[src/rtl/atrp_pkg.sv]
// Package for the accelerometer tilt block: widths, CORDIC step table,
// the pipeline cell record and the angle finishing function.
// No dependencies.
package atrp_pkg;

    localparam int IN_W      = 16;
    localparam int ROLL_W    = 16;
    localparam int PITCH_W   = 15;
    // Datapath: 16-bit sample scaled by 2^24 plus CORDIC growth
    localparam int DATA_W    = 43;
    localparam int DATA_SHIFT = 24;
    // Angle accumulator in 2^-16 degree
    localparam int ACC_W     = 26;
    localparam int ACC_FRAC  = 16;
    localparam int SIDE_W    = IN_W + 1;
    localparam int MAX_STEPS = 24;

    // Gain correction: (mag >> 8) * (1/K in Q30) >> 22
    localparam int GAIN_PRE_SHIFT  = 8;
    localparam int GAIN_POST_SHIFT = 22;
    localparam int GAIN_CONST_W    = 30;
    localparam int MAG_W           = DATA_W - 1 - GAIN_PRE_SHIFT;
    localparam int MAG_HALF_W      = (MAG_W + 1) / 2;
    localparam int PROD_W          = MAG_HALF_W + GAIN_CONST_W;
    localparam int FULL_W          = MAG_W + GAIN_CONST_W;
    localparam int R_W             = FULL_W - GAIN_POST_SHIFT;
    localparam logic [GAIN_CONST_W-1:0] INV_GAIN = 30'd652032874;

    localparam logic signed [ACC_W-1:0] DEG180 = 26'sd11796480;
    localparam logic signed [ACC_W-1:0] DEG90  = 26'sd5898240;

    // One stage of a CORDIC chain
    typedef struct packed {
        logic                     valid;
        logic signed [DATA_W-1:0] x;
        logic signed [DATA_W-1:0] y;
        logic signed [ACC_W-1:0]  acc;
        logic [SIDE_W-1:0]        side;
    } cell_t;

    // atan(2^-i) in 2^-16 degree, rounded to nearest
    function automatic logic signed [ACC_W-1:0] step_angle(input int unsigned idx);
        logic signed [ACC_W-1:0] a;
        case (idx)
            0:       a = 26'sd2949120;
            1:       a = 26'sd1740967;
            2:       a = 26'sd919879;
            3:       a = 26'sd466945;
            4:       a = 26'sd234379;
            5:       a = 26'sd117265;
            6:       a = 26'sd58666;
            7:       a = 26'sd29335;
            8:       a = 26'sd14668;
            9:       a = 26'sd7334;
            10:      a = 26'sd3667;
            11:      a = 26'sd1833;
            12:      a = 26'sd917;
            13:      a = 26'sd458;
            14:      a = 26'sd229;
            15:      a = 26'sd115;
            16:      a = 26'sd57;
            17:      a = 26'sd29;
            18:      a = 26'sd14;
            19:      a = 26'sd7;
            20:      a = 26'sd4;
            21:      a = 26'sd2;
            22:      a = 26'sd1;
            default: a = '0;
        endcase
        return a;
    endfunction

    // Saturate to +-lim, then round to nearest (ties up) and drop shift bits
    function automatic logic signed [ACC_W-1:0] finish_angle(
        input logic signed [ACC_W-1:0] acc,
        input logic signed [ACC_W-1:0] lim,
        input int unsigned             shift
    );
        logic signed [ACC_W-1:0] sat;
        logic signed [ACC_W-1:0] one;
        logic signed [ACC_W-1:0] rnd;
        sat = acc;
        one = 1;
        if (acc > lim)
            sat = lim;
        if (acc < -lim)
            sat = -lim;
        rnd = (shift > 0) ? (one << (shift - 1)) : '0;
        return (sat + rnd) >>> shift;
    endfunction

endpackage

[src/rtl/atrp_cell.sv]
// One CORDIC vectoring cell: a single micro-rotation per cycle while en is high.
// Depends on atrp_pkg (cell_t, step_angle).
module atrp_cell #(
    parameter int STEP = 0
) (
    input  logic            clk,
    input  logic            rst_n,
    input  logic            en,
    input  atrp_pkg::cell_t d_in,
    output atrp_pkg::cell_t d_out
);
    import atrp_pkg::*;

    localparam logic signed [ACC_W-1:0] ANGLE = step_angle(STEP);

    logic signed [DATA_W-1:0] dx;
    logic signed [DATA_W-1:0] dy;
    cell_t                    d_next;
    cell_t                    d_reg;

    assign dx = d_in.y >>> STEP;
    assign dy = d_in.x >>> STEP;

    // Rotate toward y = 0 and accumulate the step angle
    always_comb
    begin
        d_next = d_in;
        if (d_in.y[DATA_W-1])
        begin
            d_next.x   = d_in.x - dx;
            d_next.y   = d_in.y + dy;
            d_next.acc = d_in.acc - ANGLE;
        end
        else
        begin
            d_next.x   = d_in.x + dx;
            d_next.y   = d_in.y - dy;
            d_next.acc = d_in.acc + ANGLE;
        end
    end

    // Advance one stage when the pipeline moves
    always_ff @(posedge clk or negedge rst_n)
    begin
        if (!rst_n)
            d_reg <= '0;
        else if (en)
            d_reg <= d_next;
    end

    assign d_out = d_reg;

endmodule

[config.mk]
export PLATFORM = sky130hd
export DESIGN_NAME = atrp_cell
export DESIGN_NICKNAME = d
export VERILOG_FILES = /design/src/rtl/atrp_pkg.sv /design/src/rtl/atrp_cell.sv
export SDC_FILE = /design/constraint.sdc
export NUM_CORES = 1
export LEC_CHECK = 0
export BUFFER_PORTS_ARGS = -buffer_cell sky130_fd_sc_hd__buf_2
export CAP_MARGIN = 20
export CORE_UTILIZATION = 25
export CTS_CLUSTER_DIAMETER = 40
export DETAILED_ROUTE_END_ITERATION = 7
export PLACE_DENSITY = 0.49
export SLEW_MARGIN = 20
export SYNTH_ARGS = -nofsm -noshare
export SYNTH_HDL_FRONTEND = slang
export SYNTH_SLANG_ARGS = --single-unit
[constraint.sdc]
create_clock -name clk -period 1.22 [get_ports clk]
set_clock_uncertainty 0.15 [all_clocks]
set_input_delay 0.244 -clock clk [delete_from_list [all_inputs] [get_ports clk]]
set_output_delay 0.244 -clock clk [all_outputs]
set_load 0.01 [all_outputs]
==> reports/summary.txt, run 1 <==
==========================================================================================
Commonest register cell after synthesis .....................................      dfrtp_1
WL per Instance .............................................................      19.2 um
Layout cell share with drive strength beyond 1 ..............................        61.2%
Worst Tran Pin Value ........................................................     0.695 ns
Number of warnings issued by yosys ..........................................            0
Maximum buffer depth of the clock tree ......................................            2
CP startpoint kind ..........................................................    input pin
Number of placement rows ....................................................           83
Antenna violations before repair ............................................            1
Worst min-delay path class ..................................................    in -> reg
Vias per std cell ...........................................................         4.83
Count of unresolved DRC violations after routing ............................            0
GRT overflow ................................................................            0
Root Buffer .................................................................    clkbuf_16
Final worst path period share ...............................................         225%
Clock latency reported for the late side of the worst-skew pair .............      0.44 ns
Area overhead of the layout relative to synthesis ...........................         101%
Final Net Count .............................................................         2988
Placer's final routability congestion estimate ..............................        0.984
Startpoint of the worst setup timing path ...................................     d_in[86]
Count of buffers inserted at the top-level ports ............................          262
Psw .........................................................................    0.00994 W
Pin count of the biggest net entering global routing ........................           42
Final setup violation count .................................................          220
Fraction of power consumed by sequential logic ..............................        21.3%
Synthesis-stage register bit count ..........................................          129
CTS sink count ..............................................................          129
Category of cells accounting for the largest share of critical-path delay ... compound AO/OA/AOI/OAI gates
Number of buffers inserted during clock tree synthesis ......................           17
Fin util ....................................................................        51.2%
Min-Delay Startpoint ........................................................           en
Detailed Place HPWL .........................................................     51600 um
Worst endpoint required time ................................................      1.38 ns
Top fanout value on the critical path .......................................            5
Wire length reported by the detailed router .................................     65100 um
Antenna cells ...............................................................            0
Netlist area before placement ............................................... 0.0132 sq mm
Critical path data arrival time .............................................      2.90 ns
Clock Power Share ...........................................................        21.6%
Minimum setup slack in the final design .....................................     -1.52 ns
Achievable clock frequency ..................................................      365 MHz
Leakage power ...............................................................      12.4 nW
Number of hold-slack violations in the final timing report ..................            0
Global-route wire length before repair ......................................     96800 um
Setup CP Type ...............................................................    in -> reg
RSZ-0062 raised after global routing ........................................         true
Power share of the combinational group ......................................        57.1%
Failing checks .............................................................. negative setup slack
Fraction of registers with async set or reset after synthesis ...............         100%
Core Box Area ............................................................... 0.0517 sq mm
Net Sw Frac .................................................................        37.6%
Die Area .................................................................... 0.0537 sq mm
Most common library cells after synthesis ................................... a21oi_1 (261), nor2_1 (180), ha_1 (150)
Most used standard cell by instance count after synthesis ...................      a21oi_1
Clock edge transition at the registers on the reported setup and hold paths .      0.06 ns
Critical-path cell with the highest stage delay .............................         fa_2
Count of max-cap constraint violations ......................................            0
Worst supply voltage drop on vdd ............................................      1.02 mV
Power Density ...............................................................  998 mW/mm^2
Post-synthesis cell count ...................................................         1656
Cell Chain, Critical Path ................................................... buf_8, ha_4, inv_2, fa_2, nor2_4, o311ai_4, a2111oi_4, buf_4, a21oi_4, o211ai_2, buf_6, a31oi_4, o21bai_1, mux2i_1, xnor2_1, a21oi_1
Syn Area/Cell ...............................................................   7.96 sq um
GRT Resource Usage Total ....................................................        23.4%
Via count of the first global-routing pass ..................................        16563
CTS tree ....................................................................          yes
Setup Slack @ Placement .....................................................     -2.22 ns
Top-level port count ........................................................          263
Number of DRC markers after the initial detailed-route iteration ............          911
Largest register FFs ........................................................          129
Kind of end point of the critical path ......................................     register
Largest cells by area after synthesis ....................................... dfrtp_1 (24%), ha_1 (14%), a21oi_1 (9.9%)
H-tree level count ..........................................................            4
Syn Nets ....................................................................         1943
Effective utilization at floorplan ..........................................        25.5%
Result of the run ........................................................... finished with violations
Die Y-Extent ................................................................       232 um
Cell taking the most area after synthesis ...................................      dfrtp_1
Final antenna-violating net count ...........................................            0
Normalized max-slew margin ..................................................        53.2%
Overall die width ...........................................................       232 um
Total Power .................................................................     0.0264 W
Proportion of netlist area held by the largest area contributor .............        24.5%
Slowest Stage Delay on Critical Path ........................................      0.38 ns
Count of distinct cell types in the synthesized netlist .....................           84
Worst Hold Slack ............................................................    0.0599 ns
Final period demand of the worst path .......................................      2.74 ns
Reg2Reg Launch Point ........................................................    d_out[85]
Sequential-to-total area share from yosys stat ..............................        24.5%
Crit path buffers/inverters .................................................            4
Pins over their slew limit ..................................................            0
Vias after detailed routing .................................................        16380
Number of flops mapped to enable cells by yosys .............................            0
Internal portion of total power .............................................     0.0165 W
Count of TritonRoute iterations in the first routing pass ...................            5
==========================================================================================
==> power by group through the flow <==
stage	Clock [W]	Combinational, W	Sequential [W]
6_report	0.00572	0.0151	0.00563
3_5_place_dp	0	0.0111	0.00564
2_1_floorplan	0	0.00498	0.00593
3_3_place_gp	0	0.0110	0.00560
4_1_cts	0.00586	0.0136	0.00560
5_1_grt	0.00602	0.0160	0.00570
==> per-stage QoR <==
step | cells | instance area (sq um) | setup TNS, ns
after global routing | 3394 | 26500 | -122.88
after detailed placement | 3144 | 20800 | -149.85
after global placement | 3144 | 20800 | -148.50
after floorplan | 1656 | 14400 | -94.28
after CTS | 3338 | 24900 | -115.57
final | 3394 | 26500 | -113.47
==> path summary, 6_finish.rpt <==
check / end / slack (ns) / depth (start not counted)
min: d_out[108] / 0.06 / 3
min in group asynchronous: d_out[95] / 0.08 / 2
max: d_out[81] / -1.52 / 16
max in group asynchronous: d_out[19] / 0.33 / 3
min reg2reg: d_out[9] / 0.35 / 1
max reg2reg: d_out[85] / 0.06 / 3
==> final cells by class <==
type	instances	area, sq um
clock inverter	14	203
multi-input combinational	1308	12200
clock buffer	18	439
timing repair buffer	1112	8890
sequential	129	3230
tap	680	851
fill	4743	25200
inverter	133	626
==> layer usage <==
| layer | wire length (um) | part of all wire [%] | GRT usage (%) | vias to the layer above |
|---|---|---|---|---|
| li1 | - | - | - | 7939 |
| met1 | 29700 | 46 | 32.1 | 7901 |
| met2 | 30400 | 47 | 38.9 | 452 |
| met3 | 3460 | 5.3 | 2.89 | 88 |
| met5 | 0 | 0 | 0 | - |
| met4 | 1510 | 2.3 | 5.55 | 0 |
==> logic make-up after synthesis <==
kind of cell | after synthesis | synth area share [%]
compound gates | 573 | 27.0
buf+inv | 219 | 6.74
fa+ha+maj | 154 | 14.8
simple gates | 416 | 14.7
xor+xnor | 91 | 6.05
flops | 129 | 24.5
mux | 74 | 6.22
==> cell usage in the layout (no fill, tap or decap), drive strengths merged, types with 12 or more instances in the layout <==
cell type    netlist  final
a21o              30     30
mux2              57     57
inv              127    130
dfrtp            129    129
nor2             182    182
nand2             88     88
mux2i             17     17
xnor2             81     81
nand2b            15     15
nand3             23     23
nand4             17     17
a211oi            12     12
ha               150    150
nor3              26     26
a21oi            262    262
o21bai            34     34
o21ai            103    103
dlygate4sd3        0     37
clkbuf            45     19
o21a              13     13
nor2b             17     17
buf               41   1073
o31ai             14     14
==> tightest hold or removal path: stages <==
cell      delay (ns)
buf_6           0.14
clkinv_2        0.13
o31ai_1         0.09
==> repair_timing <==
| item | 4_1_cts | 5_1_grt |
|---|---|---|
| pin swaps | 225 | 165 |
| cloned | 1 | 1 |
| setup buffers | 132 | 71 |
| hold buffers | 37 | 0 |
| resized for setup | 478 | 242 |
| setup endpoints to repair | 221 | 221 |
| hold endpoints to repair | 165 | 0 |
Note: power is estimated with default switching activity, not from simulation.
==> run 2, diff against run 1 <==
Settings changed: PLACE_DENSITY 0.49 to default, PLACE_DENSITY_LB_ADDON from default to 0.2.
==> reports/summary.txt, run 2 (synthesis results as in run 1) <==
==========================================================================================
Result of the run ........................................................... finished with violations
Failing checks .............................................................. negative setup slack
Critical path data arrival time .............................................      2.97 ns
Largest register FFs ........................................................          129
Count of TritonRoute iterations in the first routing pass ...................            7
Grt met2 use ................................................................        39.3%
Overall die width ...........................................................       232 um
Die Y-Extent ................................................................       232 um
Leakage power ...............................................................      12.0 nW
Fraction of power consumed by sequential logic ..............................        21.6%
Slowest Stage Delay on Critical Path ........................................      0.36 ns
Worst endpoint required time ................................................      1.39 ns
Category of cells accounting for the largest share of critical-path delay ... compound AO/OA/AOI/OAI gates
Total cell area at the placement stage ...................................... 0.0208 sq mm
CP startpoint kind ..........................................................    input pin
Pins over their slew limit ..................................................            0
Clock latency reported for the late side of the worst-skew pair .............      0.44 ns
Wire length reported by the detailed router .................................     65500 um
Cell Chain, Critical Path ................................................... buf_8, ha_4, inv_2, fa_2, nor2_4, o311ai_4, a2111oi_4, buf_4, a21oi_4, buf_4, o21ai_4, a311o_1, buf_4, o21ai_1, xnor2_1, buf_4, a21oi_1
Core Box Area ............................................................... 0.0517 sq mm
Kind of end point of the critical path ......................................     register
Met1 track demand over resource in global routing ...........................        32.2%
Number of hold-slack violations in the final timing report ..................            0
Number of DRC markers after the initial detailed-route iteration ............          866
Minimum setup slack in the final design .....................................     -1.58 ns
Psw .........................................................................    0.00982 W
Finished Cell Area .......................................................... 0.0257 sq mm
GRT Resource Usage Total ....................................................        23.5%
Achievable clock frequency ..................................................      358 MHz
Count of buffers inserted at the top-level ports ............................          262
Normalized max-slew margin ..................................................        54.5%
Most Used Layer, Global Route ...............................................         met2
Layout cell share with drive strength beyond 1 ..............................        58.8%
Effective utilization at floorplan ..........................................        25.5%
Number of buffers inserted during clock tree synthesis ......................           17
Final worst path period share ...............................................         229%
Final setup violation count .................................................          220
Final period demand of the worst path .......................................      2.80 ns
Count of max-cap constraint violations ......................................            0
Top-level port count ........................................................          263
CTS tree ....................................................................          yes
Critical-path cell with the highest stage delay .............................         fa_2
Pin count of the biggest net entering global routing ........................           37
H-tree level count ..........................................................            4
Crit path buffers/inverters .................................................            6
Power Density ............................................................... 1010 mW/mm^2
Worst supply voltage drop on vdd ............................................     0.947 mV
CTS sink count ..............................................................          129
Setup Total Neg Slack .......................................................   -116.25 ns
Top fanout value on the critical path .......................................            3
Clock edge transition at the registers on the reported setup and hold paths .      0.06 ns
Antenna violations before repair ............................................            0
Power share of the combinational group ......................................        55.6%
Area overhead of the layout relative to synthesis ...........................        94.9%
WL per Instance .............................................................      19.6 um
Leading cell type in the layout, fill and taps excluded .....................        buf_4
Clock Power Share ...........................................................        22.8%
Net Sw Frac .................................................................        37.8%
Met3 Use GR .................................................................        2.84%
Number of placement rows ....................................................           83
Most frequent cell on the critical path .....................................        buf_4
Placer's final routability congestion estimate ..............................        0.956
Highest-count cells in the layout ignoring fill and taps .................... buf_4 (697), buf_2 (190), a21oi_1 (165), nor2_1 (153), dfrtp_1 (128)
Vias per std cell ...........................................................         4.85
Final antenna-violating net count ...........................................            0
GRT overflow ................................................................            0
Global-route wire length before repair ......................................     96200 um
Die Area .................................................................... 0.0537 sq mm
Setup CP Type ...............................................................    in -> reg
Root Buffer .................................................................    clkbuf_16
Maximum buffer depth of the clock tree ......................................            2
Internal reg-to-reg setup slack .............................................      0.12 ns
Worst Tran Pin Value ........................................................     0.677 ns
Final Net Count .............................................................         2940
Antenna cells ...............................................................            0
Worst min-delay path class ..................................................    in -> reg
Internal portion of total power .............................................     0.0162 W
Count of unresolved DRC violations after routing ............................            0
RSZ-0062 raised after global routing ........................................         true
Vias after detailed routing .................................................        16221
Via count of the first global-routing pass ..................................        16244
Detailed Place HPWL .........................................................     52800 um
==========================================================================================
## run 2: routing by layer
metal  routed length (um)  vias to the layer above  part of all wire [%]
met2                31100                      431                    47
met4                  952                        0                   1.5
li1                     -                     7819                     -
met5                    0                        -                     0
met3                 3070                       58                   4.7
met1                30400                     7913                    46
## run 2: area by class of cell
type | instances | area, sq um
inverters | 133 | 623
repair buffers | 1064 | 8320
multi-input cells | 1308 | 12000
well taps | 680 | 851
clock buffers | 18 | 429
flip-flops and latches | 129 | 3230
clock inverters | 14 | 226
fillers | 4895 | 26000
## run 2: what timing repair did
action                                  in CTS  in global routing
hold buffers                                36                  0
hold endpoints to repair                   164                  0
pin swaps                                  164                156
endpoints found under the setup margin     221                221
gates resized for setup                    365                245
setup buffers                               60                112
## run 2: final timing paths
kind | from | cells past startpoint | endpoint
min in group asynchronous | rst_n | 2 | d_out[121]
setup reg to reg | d_out[121] | 2 | d_out[121]
max in group asynchronous | rst_n | 3 | d_out[76]
setup / recovery | d_in[86] | 17 | d_out[110]
hold reg to reg | d_out[2] | 1 | d_out[2]
hold / removal | d_in[33] | 4 | d_out[33]
## run 2: power by group through the flow
stage,combinational [W],sequential (W),clock (W)
2_1_floorplan,0.00498,0.00593,0
6_report,0.0145,0.00563,0.00594
3_5_place_dp,0.0111,0.00564,0
3_3_place_gp,0.0110,0.00562,0
5_1_grt,0.0153,0.00569,0.00623
4_1_cts,0.0126,0.00559,0.00609
## run 2: worst min-delay path, cell delays in order
cell and delay (ns):
buf_8 0.10, inv_4 0.05, buf_4 0.09, mux2_2 0.13
## run 2: through the flow
step | worst slack, ns | power [W] | utilization [%] | hold slack, ns | std cells
after floorplan | -1.58 | 0.0109 | - | -0.202 | 1656
after global placement | -2.14 | 0.0166 | 40.3 | 0.0180 | 3140
after detailed placement | -2.17 | 0.0167 | 40.3 | 0.0184 | 3140
after CTS | -1.53 | 0.0243 | 46.0 | 0.0579 | 3250
after global routing | -1.64 | 0.0272 | 49.7 | 0.0603 | 3346
final | -1.58 | 0.0260 | 49.7 | 0.0708 | 3346
