File: src/rtl/atrp_pkg.sv
// Package for the accelerometer tilt block: widths, CORDIC step table,
// the pipeline cell record and the angle finishing function.
// No dependencies.
package atrp_pkg;

    localparam int IN_W      = 16;
    localparam int ROLL_W    = 16;
    localparam int PITCH_W   = 15;
    // Datapath: 16-bit sample scaled by 2^24 plus CORDIC growth
    localparam int DATA_W    = 43;
    localparam int DATA_SHIFT = 24;
    // Angle accumulator in 2^-16 degree
    localparam int ACC_W     = 26;
    localparam int ACC_FRAC  = 16;
    localparam int SIDE_W    = IN_W + 1;
    localparam int MAX_STEPS = 24;

    // Gain correction: (mag >> 8) * (1/K in Q30) >> 22
    localparam int GAIN_PRE_SHIFT  = 8;
    localparam int GAIN_POST_SHIFT = 22;
    localparam int GAIN_CONST_W    = 30;
    localparam int MAG_W           = DATA_W - 1 - GAIN_PRE_SHIFT;
    localparam int MAG_HALF_W      = (MAG_W + 1) / 2;
    localparam int PROD_W          = MAG_HALF_W + GAIN_CONST_W;
    localparam int FULL_W          = MAG_W + GAIN_CONST_W;
    localparam int R_W             = FULL_W - GAIN_POST_SHIFT;
    localparam logic [GAIN_CONST_W-1:0] INV_GAIN = 30'd652032874;

    localparam logic signed [ACC_W-1:0] DEG180 = 26'sd11796480;
    localparam logic signed [ACC_W-1:0] DEG90  = 26'sd5898240;

    // One stage of a CORDIC chain
    typedef struct packed {
        logic                     valid;
        logic signed [DATA_W-1:0] x;
        logic signed [DATA_W-1:0] y;
        logic signed [ACC_W-1:0]  acc;
        logic [SIDE_W-1:0]        side;
    } cell_t;

    // atan(2^-i) in 2^-16 degree, rounded to nearest
    function automatic logic signed [ACC_W-1:0] step_angle(input int unsigned idx);
        logic signed [ACC_W-1:0] a;
        case (idx)
            0:       a = 26'sd2949120;
            1:       a = 26'sd1740967;
            2:       a = 26'sd919879;
            3:       a = 26'sd466945;
            4:       a = 26'sd234379;
            5:       a = 26'sd117265;
            6:       a = 26'sd58666;
            7:       a = 26'sd29335;
            8:       a = 26'sd14668;
            9:       a = 26'sd7334;
            10:      a = 26'sd3667;
            11:      a = 26'sd1833;
            12:      a = 26'sd917;
            13:      a = 26'sd458;
            14:      a = 26'sd229;
            15:      a = 26'sd115;
            16:      a = 26'sd57;
            17:      a = 26'sd29;
            18:      a = 26'sd14;
            19:      a = 26'sd7;
            20:      a = 26'sd4;
            21:      a = 26'sd2;
            22:      a = 26'sd1;
            default: a = '0;
        endcase
        return a;
    endfunction

    // Saturate to +-lim, then round to nearest (ties up) and drop shift bits
    function automatic logic signed [ACC_W-1:0] finish_angle(
        input logic signed [ACC_W-1:0] acc,
        input logic signed [ACC_W-1:0] lim,
        input int unsigned             shift
    );
        logic signed [ACC_W-1:0] sat;
        logic signed [ACC_W-1:0] one;
        logic signed [ACC_W-1:0] rnd;
        sat = acc;
        one = 1;
        if (acc > lim)
            sat = lim;
        if (acc < -lim)
            sat = -lim;
        rnd = (shift > 0) ? (one << (shift - 1)) : '0;
        return (sat + rnd) >>> shift;
    endfunction

endpackage

File: src/rtl/atrp_gain.sv
// Gain correction between the roll and pitch chains (two stages).
// Finishes the roll angle and loads the pitch vector. Depends on atrp_pkg.
module atrp_gain #(
    parameter int ANGLE_FRACTION_BITS = 7
) (
    input  logic            clk,
    input  logic            rst_n,
    input  logic            en,
    input  atrp_pkg::cell_t d_in,
    output atrp_pkg::cell_t d_out
);
    import atrp_pkg::*;

    localparam int unsigned FRAC_SHIFT = ACC_FRAC - ANGLE_FRACTION_BITS;

    logic signed [DATA_W-1:0] mag_clamp;
    logic [MAG_W-1:0]         mag_pre;
    logic [PROD_W-1:0]        prod_lo_next;
    logic [PROD_W-1:0]        prod_hi_next;

    logic                     valid_a_reg;
    logic [PROD_W-1:0]        prod_lo_reg;
    logic [PROD_W-1:0]        prod_hi_reg;
    logic signed [ACC_W-1:0]  roll_acc_reg;
    logic [SIDE_W-1:0]        side_a_reg;

    logic [FULL_W-1:0]        full_prod;
    logic [R_W-1:0]           mag_corr;
    logic signed [IN_W-1:0]   ax;
    logic signed [DATA_W-1:0] ax_ext;
    logic signed [ACC_W-1:0]  roll_fin;
    logic                     roll_zero;
    logic                     pitch_zero;
    cell_t                    d_next;
    cell_t                    d_reg;

    // Stage A: clamp magnitude, split it and multiply both halves by 1/K
    assign mag_clamp    = d_in.x[DATA_W-1] ? '0 : d_in.x;
    assign mag_pre      = mag_clamp[DATA_W-2:GAIN_PRE_SHIFT];
    assign prod_lo_next = PROD_W'(mag_pre[MAG_HALF_W-1:0]) * PROD_W'(INV_GAIN);
    assign prod_hi_next = PROD_W'(mag_pre[MAG_W-1:MAG_HALF_W]) * PROD_W'(INV_GAIN);

    always_ff @(posedge clk or negedge rst_n)
    begin
        if (!rst_n)
            valid_a_reg <= 1'b0;
        else if (en)
            valid_a_reg <= d_in.valid;
    end

    always_ff @(posedge clk)
    begin
        if (en)
        begin
            prod_lo_reg  <= prod_lo_next;
            prod_hi_reg  <= prod_hi_next;
            roll_acc_reg <= d_in.acc;
            side_a_reg   <= d_in.side;
        end
    end

    // Stage B: sum partial products, finish roll, build the pitch vector
    assign full_prod  = (FULL_W'(prod_hi_reg) << MAG_HALF_W) + FULL_W'(prod_lo_reg);
    assign mag_corr   = full_prod[FULL_W-1:GAIN_POST_SHIFT];
    assign ax         = side_a_reg[IN_W-1:0];
    assign roll_zero  = side_a_reg[SIDE_W-1];
    assign ax_ext     = DATA_W'(ax);
    assign roll_fin   = roll_zero ? '0 : finish_angle(roll_acc_reg, DEG180, FRAC_SHIFT);
    assign pitch_zero = (mag_corr == '0) && (ax == '0);

    always_comb
    begin
        d_next.valid = valid_a_reg;
        d_next.x     = DATA_W'(mag_corr);
        d_next.y     = -(ax_ext <<< DATA_SHIFT);
        d_next.acc   = '0;
        d_next.side  = {pitch_zero, roll_fin[ROLL_W-1:0]};
    end

    always_ff @(posedge clk or negedge rst_n)
    begin
        if (!rst_n)
            d_reg <= '0;
        else if (en)
            d_reg <= d_next;
    end

    assign d_out = d_reg;

endmodule

File: config.mk
export PLATFORM = sky130hd
export DESIGN_NAME = atrp_gain
export DESIGN_NICKNAME = d
export VERILOG_FILES = /design/src/rtl/atrp_pkg.sv /design/src/rtl/atrp_gain.sv
export SDC_FILE = /design/constraint.sdc
export NUM_CORES = 1
export LEC_CHECK = 0
export ABC_AREA = 0
export BUFFER_PORTS_ARGS = -buffer_cell sky130_fd_sc_hd__buf_2
export CAP_MARGIN = 20
export CORE_ASPECT_RATIO = 1.25
export CORE_MARGIN = 1.5
export CORE_UTILIZATION = 37
export DETAILED_ROUTE_END_ITERATION = 6
export PLACE_DENSITY_LB_ADDON = 0.2
export SETUP_SLACK_MARGIN = 0.1
export SLEW_MARGIN = 25
export SYNTH_ARGS = -nofsm -noshare
export SYNTH_HDL_FRONTEND = slang
export SYNTH_SLANG_ARGS = --single-unit
File: constraint.sdc
create_clock -name clk -period 5.4 [get_ports clk]
set_clock_uncertainty 0.15 [all_clocks]
set_input_delay 0.54 -clock clk [delete_from_list [all_inputs] [get_ports clk]]
set_output_delay 0.54 -clock clk [all_outputs]
set_load 0.005 [all_outputs]
==> results of run 1 <==
kinds of logic after synthesis:
| group | share of synthesized area [%] |
|---|---|
| buffers and inverters | 11.7 |
| adders and majority gates | 45.2 |
| and+or+nand+nor | 7.83 |
| AOI/OAI and AO/OA | 8.08 |
| DFF | 21.0 |
| xor gates and xnor gates | 4.54 |
| muxes | 1.66 |
| other | 0.0142 |
stage by stage:
step	total power, mW	cell area, sq um	TNS (ns)	utilization, %
final	24.6	34200	-41.50	48.3
after global routing	26.9	34200	-50.92	48.3
after CTS	23.7	33700	-39.93	47.6
after detailed placement	20.4	32000	-73.33	45.2
after global placement	20.2	32000	-69.82	45.2
after floorplan	13.9	27300	-37.40	-
cell type report:
class	count	share of cell area, %
clock buffers	18	1.26
repair buffers	672	14.4
multi-input cells	1663	56.6
inverters	677	7.54
well taps	943	3.45
clock inverters	14	0.542
flip-flops and latches	198	16.2
power by group through the flow:
stage | Sequential, mW | Clock, mW | Combinational (mW)
after detailed placement | 3.03 | 0 | 17.4
after CTS | 3.00 | 1.36 | 19.3
final | 2.99 | 1.31 | 20.2
after global routing | 3.04 | 1.42 | 22.5
after floorplan | 2.92 | 0 | 11.0
after global placement | 3.02 | 0 | 17.2
layer usage:
metal / up-vias / GRT usage (%)
li1: 9440 / -
met1: 9725 / 27.7
met2: 350 / 38.0
met3: 65 / 1.95
met4: 0 / 5.45
met5: - / 0
worst paths after layout:
path                            cells after the start                to             from
worst max-delay path                               27   prod_hi_reg[44]        d_in[128]
worst min-delay path                                1         d_out[68]            rst_n
worst max register to register                     11         d_out[16]  prod_lo_reg[19]
worst min register to register                      2         d_out[87]        d_out[87]
max in group asynchronous                           1         d_out[95]            rst_n
min in group clk                                    1  roll_acc_reg[19]         d_in[36]
cells in the final DEF (no fill, tap or decap), drive strengths merged, types with 35 or more instances in the layout:
cell | netlist | final
inv | 676 | 682
buf | 57 | 672
fa | 387 | 387
ha | 336 | 336
edfxtp | 118 | 118
a21oi | 98 | 98
xnor2 | 89 | 89
nor2 | 85 | 85
dfrtp | 80 | 80
nand2 | 57 | 57
a21o | 56 | 56
conb | 1 | 51
xor2 | 48 | 48
o21ai | 44 | 44
nand2b | 43 | 43
mux2 | 38 | 38
nand3 | 35 | 35
what timing repair did:
| item | 4_1_cts | 5_1_grt |
|---|---|---|
| gates cloned | 3 | 0 |
| pin swaps | 83 | 72 |
| resized for setup | 157 | 76 |
| buffers inserted | 58 | 28 |
| setup endpoints to repair | 61 | 62 |
==> out/metrics.yaml, run 1 <==
setup_path:
  cpMostUsedCell: "fa_1"
  required_ns: 5.57
  path_delay_family: "adder cells"
  path_class: "in -> reg"
  cp_data_arrival_time_ns: 6.65
  startpoint_type: "input port"
  endpoint_kind: "flop"
  critPathMaxStageDelay_ns: 0.54
  path_max_fanout: 6
  reg2reg_slack_ns: 1.23
  cp.buffers_inverters: 9
  crit_path_top_delay_cell: "fa_1"
place:
  dp.cells: 4078
  gp_congestion: 0.936
  pre_cts_slack_ns: -1.56
  hpwl_mm: 66.4
  port_buffers: 160
clocking:
  cts_root_buffer: "clkbuf_16"
  hold_buffers: 0
  clk_latency_ns: 0.46
  htreeDepth: 4
  cts.sinks: 198
  cts_tree: "built"
  clockBufferDepth: 2
  clk_pin_slew_ns: 0.07
  numCtsBuffers: 17
sta:
  tightest_slew_ns: 1.01
  final_max_slew_viol_count: 0
  hold_ws_ns: -0.0245
  period_needed_ns: 6.48
  slew_headroom_pct: 32.6
  finalWorstSetupSlack_ns: -1.08
  finalCritPeriodShare_pct: 120
  fmax_mhz: 154
  finalSetupViolCount: 60
  rsz0062_at_grt: "yes"
  report.final.hold_viol_count: 33
floorplanning:
  ios: 263
  core_sq_um: 70800
  dieArea_sq_um: 73100
  die_w_um: 242
  fp.dieH_um: 302
  rows: 109
  start_util_pct: 37.4
power_and_ir_drop:
  peakVddDrop_uv: 555
  p_sw_mw: 10.9
  sw_frac_of_total_pct: 44.6
  p_leak_nw: 17.4
  intPower_mw: 13.6
  power_frac_comb_pct: 82.5
  seq_power_share_pct: 12.2
  power.density_nw_per_um2: 719
  clkPwrFrac_pct: 5.3
finish:
  largest_reg_flops: 79
  multi_input_area_sq_um: 19300
  nets: 4085
  fill_cells: 6651
  final_cells: 4185
  synthToLayoutAreaGrowth_pct: 29.2
  layout-drive-gt1-share_pct: 30.8
  diodes: 0
  seq_area_sq_um: 5550
logic_synthesis:
  ys_types: 79
  ys_async_sr_fraction_pct: 40.4
  synth_area_leaders: "fa_1 (29%), ha_1 (16%), edfxtp_1 (13%), inv_1 (9.6%), dfrtp_1 (7.6%)"
  synth_most_common_cell: "inv_1"
  yosys.area.top_type_share_pct: 29.3
  ys_ff_latch: 198
  syn_area_sq_um: 26400
  postSynthAreaPerCell_sq_um: 10.2
  synthTopCellsByCount: "inv_1 (676), fa_1 (387), ha_1 (336)"
  yosysTopAreaCell: "fa_1"
  ys_seq_area_share_pct: 21.0
  synth_edf_count: 118
  synth_ff_type: "edfxtp_1"
  yosys_warnings: 0
  syn_inst: 2580
grt:
  grt_pass1_vias: 21500
  grt_max_degree: 91
  overflow: 0
  track_usage_pct: 21.3
  antenna_found_initial: 0
  grt_pass1_wl_mm: 120
route:
  drtAntennaViolNets: 0
  met2_length_mm: 37.9
  routed_wl_mm: 75.9
  via_count: 19600
  drt_first_pass_iters: 5
  drtIter0Drc: 818
  wirelength_met1_mm: 34.0
  wl_met3_mm: 2.17
  route.detailed.drc: 0
  via_per_inst: 4.68
  drt-wirelength-per-cell_um: 18.1
  highest_layer: "met4"
flow_run:
  max_cap_viol_count: 0
worst_hold_path:
  hp-class: "in -> async"
status:
  violations: "negative hold slack, negative setup slack"
  status: "finished, violations left"
(Power assumes the default switching activity.)
==> inputs of run 2 (changes only) <==
--- a/config.mk
+++ b/config.mk
@@ -10,7 +10,8 @@
 export CAP_MARGIN = 20
 export CORE_ASPECT_RATIO = 1.25
 export CORE_MARGIN = 1.5
-export CORE_UTILIZATION = 37
+export CORE_UTILIZATION = 46
+export CTS_BUF_LIST = sky130_fd_sc_hd__clkbuf_4
 export DETAILED_ROUTE_END_ITERATION = 6
 export PLACE_DENSITY_LB_ADDON = 0.2
 export SETUP_SLACK_MARGIN = 0.1
==> run 2 against run 1 <==
The run ends with negative setup slack left; design area is essentially flat; global-route usage grew 4.3 points; combinational power grew 2%; clock power shrank 33%; critical endpoint is now prod_hi_reg[46]; register-to-register slack gained 0.19 ns; non-clock buffer count grew 38.
==> out/metrics.yaml, run 2 (same netlist as run 1, synthesis figures left out) <==
place:
  hpwl_mm: 64.1
  port_buffers: 160
  gp_congestion: 1.01
  dp.cells: 3880
setup_path:
  startpoint_type: "input port"
  critPathLaunch: "d_in[128]"
  crit_path_top_delay_cell: "fa_1"
  cpMostUsedCell: "fa_1"
  r2r-start: "prod_lo_reg[20]"
  path_class: "in -> reg"
  path_max_fanout: 7
  critPathMaxStageDelay_ns: 0.55
  endpoint_kind: "flop"
  reg2regPathDepth: 11
  reg2reg_slack_ns: 1.42
  cp_data_arrival_time_ns: 6.43
  required_ns: 5.64
sta:
  finalCritPeriodShare_pct: 115
  tightest_slew_ns: 0.910
  fmax_mhz: 162
  finalWorstSetupSlack_ns: -0.791
  report.final.hold_viol_count: 0
  finalSetupViolCount: 59
  final_max_slew_viol_count: 0
  period_needed_ns: 6.19
  slew_headroom_pct: 39.4
  rsz0062_at_grt: "yes"
finish:
  layout_commonest_cell: "inv_1"
  largest_reg_flops: 79
  mostFrequentLayoutCells: "inv_1 (617), buf_4 (465), fa_1 (359), ha_1 (297), buf_2 (157)"
  layout-drive-gt1-share_pct: 30.6
  nets: 4123
  synthToLayoutAreaGrowth_pct: 29.1
  final_cells: 4031
route:
  via_count: 19900
  via_per_inst: 4.93
  drtIter0Drc: 1015
  drt_first_pass_iters: 7
  drt-wirelength-per-cell_um: 18.4
  route.detailed.drc: 0
  routed_wl_mm: 74.1
  drtAntennaViolNets: 0
power_and_ir_drop:
  seq_power_share_pct: 12.1
  p_sw_mw: 11.2
  p_leak_nw: 17.4
  power_frac_comb_pct: 84.3
  clkPwrFrac_pct: 3.6
  peakVddDrop_uv: 697
  power.density_nw_per_um2: 718
  sw_frac_of_total_pct: 45.8
  p_total_mw: 24.5
  intPower_mw: 13.3
clocking:
  numCtsBuffers: 17
  cts_tree: "built"
  clockBufferDepth: 2
  cts_root_buffer: "clkbuf_4"
  clk_latency_ns: 0.66
  cts.sinks: 198
  clk_pin_slew_ns: 0.24
  htreeDepth: 4
flow_run:
  max_cap_viol_count: 0
floorplanning:
  rows: 98
  ios: 263
  start_util_pct: 46.4
  core_sq_um: 57000
  fp.dieH_um: 271
  die_w_um: 217
  dieArea_sq_um: 58900
worst_hold_path:
  hp-start: "en"
  whs_path_depth: 1
  hp-class: "in -> reg"
grt:
  track_usage_pct: 25.5
  antenna_found_initial: 2
  grt_pass1_vias: 21800
  overflow: 0
  grt_max_degree: 96
  grt_pass1_wl_mm: 116
status:
  status: "finished, violations left"
  violations: "negative setup slack"
## run 2: cell count changes in the layout (fill, tap and decap cells not counted), moves of 5 or more
cell	before	now
dlygate4sd3_1	0	45
fa_2	22	28
ha_4	32	37
clkbuf_16	17	1
inv_4	10	5
clkbuf_4	0	17
inv_2	43	49
buf_6	46	34
clkinv_8	2	7
fa_1	365	359
## run 2: repair_timing
| action | in CTS | in global routing |
|---|---|---|
| setup buffers | 60 | 23 |
| cloned | 2 | 1 |
| pin swaps | 98 | 86 |
| hold buffers | 45 | 0 |
| gates resized for setup | 149 | 88 |
| endpoints found under the hold margin | 124 | 0 |
| endpoints found under the setup margin | 59 | 60 |
## run 2: final cells by class
type,count,area (sq um)
antenna,1,2.50
timing repair buffer,710,5310
multi-input combinational,1663,19400
clock inverter,15,230
inverter,677,2580
clock buffer,17,128
sequential,198,5550
fill,4799,22900
tap,750,938
## run 2: final timing paths
path / to
worst min-delay path: roll_acc_reg[22]
worst max-delay path: prod_hi_reg[46]
worst max register to register: d_out[16]
worst min register to register: d_out[108]
max in group asynchronous: d_out[2]
min in group asynchronous: d_out[14]
## run 2: critical path: cells and delay by family
kind / cells / cell delay, ns
adder cells (fa/ha/maj): 7 / 3.42
AND/OR/NAND/NOR: 5 / 0.77
XOR/XNOR: 1 / 0.07
buffers and inverters: 10 / 0.87
AO/OA/AOI/OAI: 4 / 0.75
## run 2: through the flow
| stage | setup TNS (ns) | hold WS, ns | instance area, sq um | utilization (%) | setup WS (ns) |
|---|---|---|---|---|---|
| 6_report | -28.20 | 0.0930 | 34100 | 59.9 | -0.791 |
| 3_5_place_dp | -69.86 | 0.321 | 31700 | 55.7 | -1.55 |
| 5_1_grt | -32.84 | 0.0388 | 34100 | 59.9 | -0.906 |
| 4_1_cts | -21.35 | 0.0346 | 33600 | 58.9 | -0.764 |
| 3_3_place_gp | -65.43 | 0.316 | 31700 | 55.7 | -1.45 |
| 2_1_floorplan | -37.40 | 0.0944 | 27300 | - | -1.11 |
## run 2: per-layer routing
layer	wire, um	vias to the layer above	global-route usage, %
li1	-	9520	-
met1	32300	9841	32.7
met2	36800	422	44.9
met3	2620	93	2.74
met4	2410	0	8.24
met5	0	-	0
## run 2: power by group through the flow
stage | registers (mW) | logic, mW | clock network (mW)
5_1_grt | 3.02 | 22.7 | 0.967
3_3_place_gp | 3.00 | 17.1 | 0
3_5_place_dp | 3.01 | 17.4 | 0
2_1_floorplan | 2.92 | 11.0 | 0
4_1_cts | 2.98 | 19.5 | 0.913
6_report | 2.97 | 20.7 | 0.880
==> inputs of run 3 (changes only) <==
--- a/config.mk
+++ b/config.mk
@@ -8,12 +8,13 @@
 export ABC_AREA = 0
 export BUFFER_PORTS_ARGS = -buffer_cell sky130_fd_sc_hd__buf_2
 export CAP_MARGIN = 20
-export CORE_ASPECT_RATIO = 1.25
+export CORE_ASPECT_RATIO = 1.1
 export CORE_MARGIN = 1.5
 export CORE_UTILIZATION = 46
 export CTS_BUF_LIST = sky130_fd_sc_hd__clkbuf_4
 export DETAILED_ROUTE_END_ITERATION = 6
-export PLACE_DENSITY_LB_ADDON = 0.2
+export MAX_ROUTING_LAYER = met4
+export PLACE_DENSITY = 0.71
 export SETUP_SLACK_MARGIN = 0.1
 export SLEW_MARGIN = 25
 export SYNTH_ARGS = -nofsm -noshare
==> run 3 against run 2 <==
The flow still finishes with violations (negative setup slack); routed wire length is 1.0% higher; count of clock-buffer cells in the layout unchanged; largest power group unchanged; hold slack better by 0.070 ns; final cell count hardly changed; highest routed layer unchanged; core utilization shrank 0.11 points; maximum frequency is 0.37% lower; first-iteration DRC count down 6.7%; register-to-register slack hardly changed.
==> out/metrics.yaml, run 3 (same netlist as run 1, synthesis figures left out) <==
status:
  status: "finished, violations left"
  violations: "negative setup slack"
sta:
  final_max_slew_viol_count: 0
  hold_ws_ns: 0.163
  slew_headroom_pct: 32.6
  finalWorstSetupSlack_ns: -0.814
  rsz0062_at_grt: "yes"
  fmax_mhz: 161
  finalCritPeriodShare_pct: 115
  finalSetupViolCount: 60
  report.final.hold_viol_count: 0
  period_needed_ns: 6.21
  tightest_slew_ns: 1.01
route:
  drt-wirelength-per-cell_um: 18.6
  route.detailed.drc: 0
  routed_wl_mm: 74.9
  drtIter0Drc: 947
  drt_first_pass_iters: 5
  via_count: 20100
  drtAntennaViolNets: 0
  via_per_inst: 4.98
setup_path:
  endpoint_kind: "flop"
  required_ns: 5.66
  startpoint_type: "input port"
  cp_data_arrival_time_ns: 6.48
  critPathMaxStageDelay_ns: 0.55
  path_max_fanout: 7
  crit_path_top_delay_cell: "fa_1"
  cpMostUsedCell: "fa_1"
  path_class: "in -> reg"
floorplanning:
  die_w_um: 232
  ios: 263
  start_util_pct: 46.3
  core_sq_um: 57100
  fp.dieH_um: 254
  dieArea_sq_um: 58900
  rows: 92
grt:
  overflow: 0
  track_usage_pct: 26.3
  use_met2_pct: 43.7
  grt_util_met1_pct: 34.5
  met3_usage_pct: 3.26
  grt_max_degree: 91
  antenna_found_initial: 1
  grt_pass1_wl_mm: 115
  grt_pass1_vias: 21300
  top_usage_layer: "met2"
worst_hold_path:
  hp-class: "in -> reg"
finish:
  mostFrequentLayoutCells: "inv_1 (618), buf_4 (466), fa_1 (363), ha_1 (296), buf_2 (157)"
  synthToLayoutAreaGrowth_pct: 29.0
  largest_reg_flops: 79
  final_cells: 4032
  layout_commonest_cell: "inv_1"
  layout-drive-gt1-share_pct: 30.6
  nets: 4122
  fill_cells: 4777
place:
  port_buffers: 160
  dp.cells: 3874
  pre_cts_slack_ns: -1.55
  gp_congestion: 1.03
  hpwl_mm: 63.6
power_and_ir_drop:
  power.density_nw_per_um2: 712
  p_leak_nw: 17.4
  p_total_mw: 24.3
  peakVddDrop_uv: 616
clocking:
  cts_tree: "built"
  cts_root_buffer: "clkbuf_4"
  htreeDepth: 4
  numCtsBuffers: 17
  clk_pin_slew_ns: 0.16
  clockBufferDepth: 2
  cts.sinks: 198
  clk_latency_ns: 0.65
flow_run:
  max_cap_viol_count: 0
run 3: cell type report:
cell class,instances,area (sq um),area share (%)
multi-input combinational,1663,19400,56.9
sequential,198,5550,16.3
timing repair buffer,709,5330,15.6
inverter,677,2590,7.60
tap,752,941,2.76
clock inverter,15,166,0.488
clock buffer,17,128,0.374
antenna,1,2.50,0.00733
run 3: power by group:
group | internal, mW | switching [mW] | total, mW
logic | 10.1 | 10.4 | 20.5
clock network | 0.249 | 0.556 | 0.805
registers | 2.68 | 0.301 | 2.98
total | 13.1 | 11.2 | 24.3
run 3: routing by layer:
metal	vias to the layer above	part of all wire, %
li1	9531	-
met1	9953	45
met2	501	48
met3	76	4.6
met4	0	2.1
met5	-	0
run 3: timing repair:
item                       in CTS  in global routing
resized for setup             118                116
hold buffers                   45                  0
cloned                          1                  2
pin swaps                      89                 62
setup endpoints to repair      58                 61
buffers inserted               53                 47
hold endpoints to repair      124                  0
run 3: critical path: cells and delay by family:
kind	cells	cell delay, ns
AND/OR/NAND/NOR	4	0.52
AO/OA/AOI/OAI	6	1.13
buffers and inverters	11	1.23
adder cells (fa/ha/maj)	7	2.97
XOR/XNOR	1	0.08
run 3: worst paths after layout:
path,from,to,slack (ns),cells after the start
min in group asynchronous,rst_n,d_out[73],0.32,2
min reg2reg,d_out[108],d_out[108],0.35,1
max in group asynchronous,rst_n,d_out[98],4.25,2
max,d_in[128],prod_hi_reg[38],-0.81,29
max reg2reg,prod_lo_reg[20],d_out[16],1.41,11
min,en,side_a_reg[6],0.16,1
run 3: through the flow:
step | cell area [sq um] | utilization [%] | TNS (ns)
2_1_floorplan | 27300 | - | -37.40
3_3_place_gp | 31700 | 55.5 | -65.21
3_5_place_dp | 31700 | 55.5 | -69.83
4_1_cts | 33300 | 58.3 | -22.16
5_1_grt | 34100 | 59.8 | -34.48
6_report | 34100 | 59.8 | -28.27
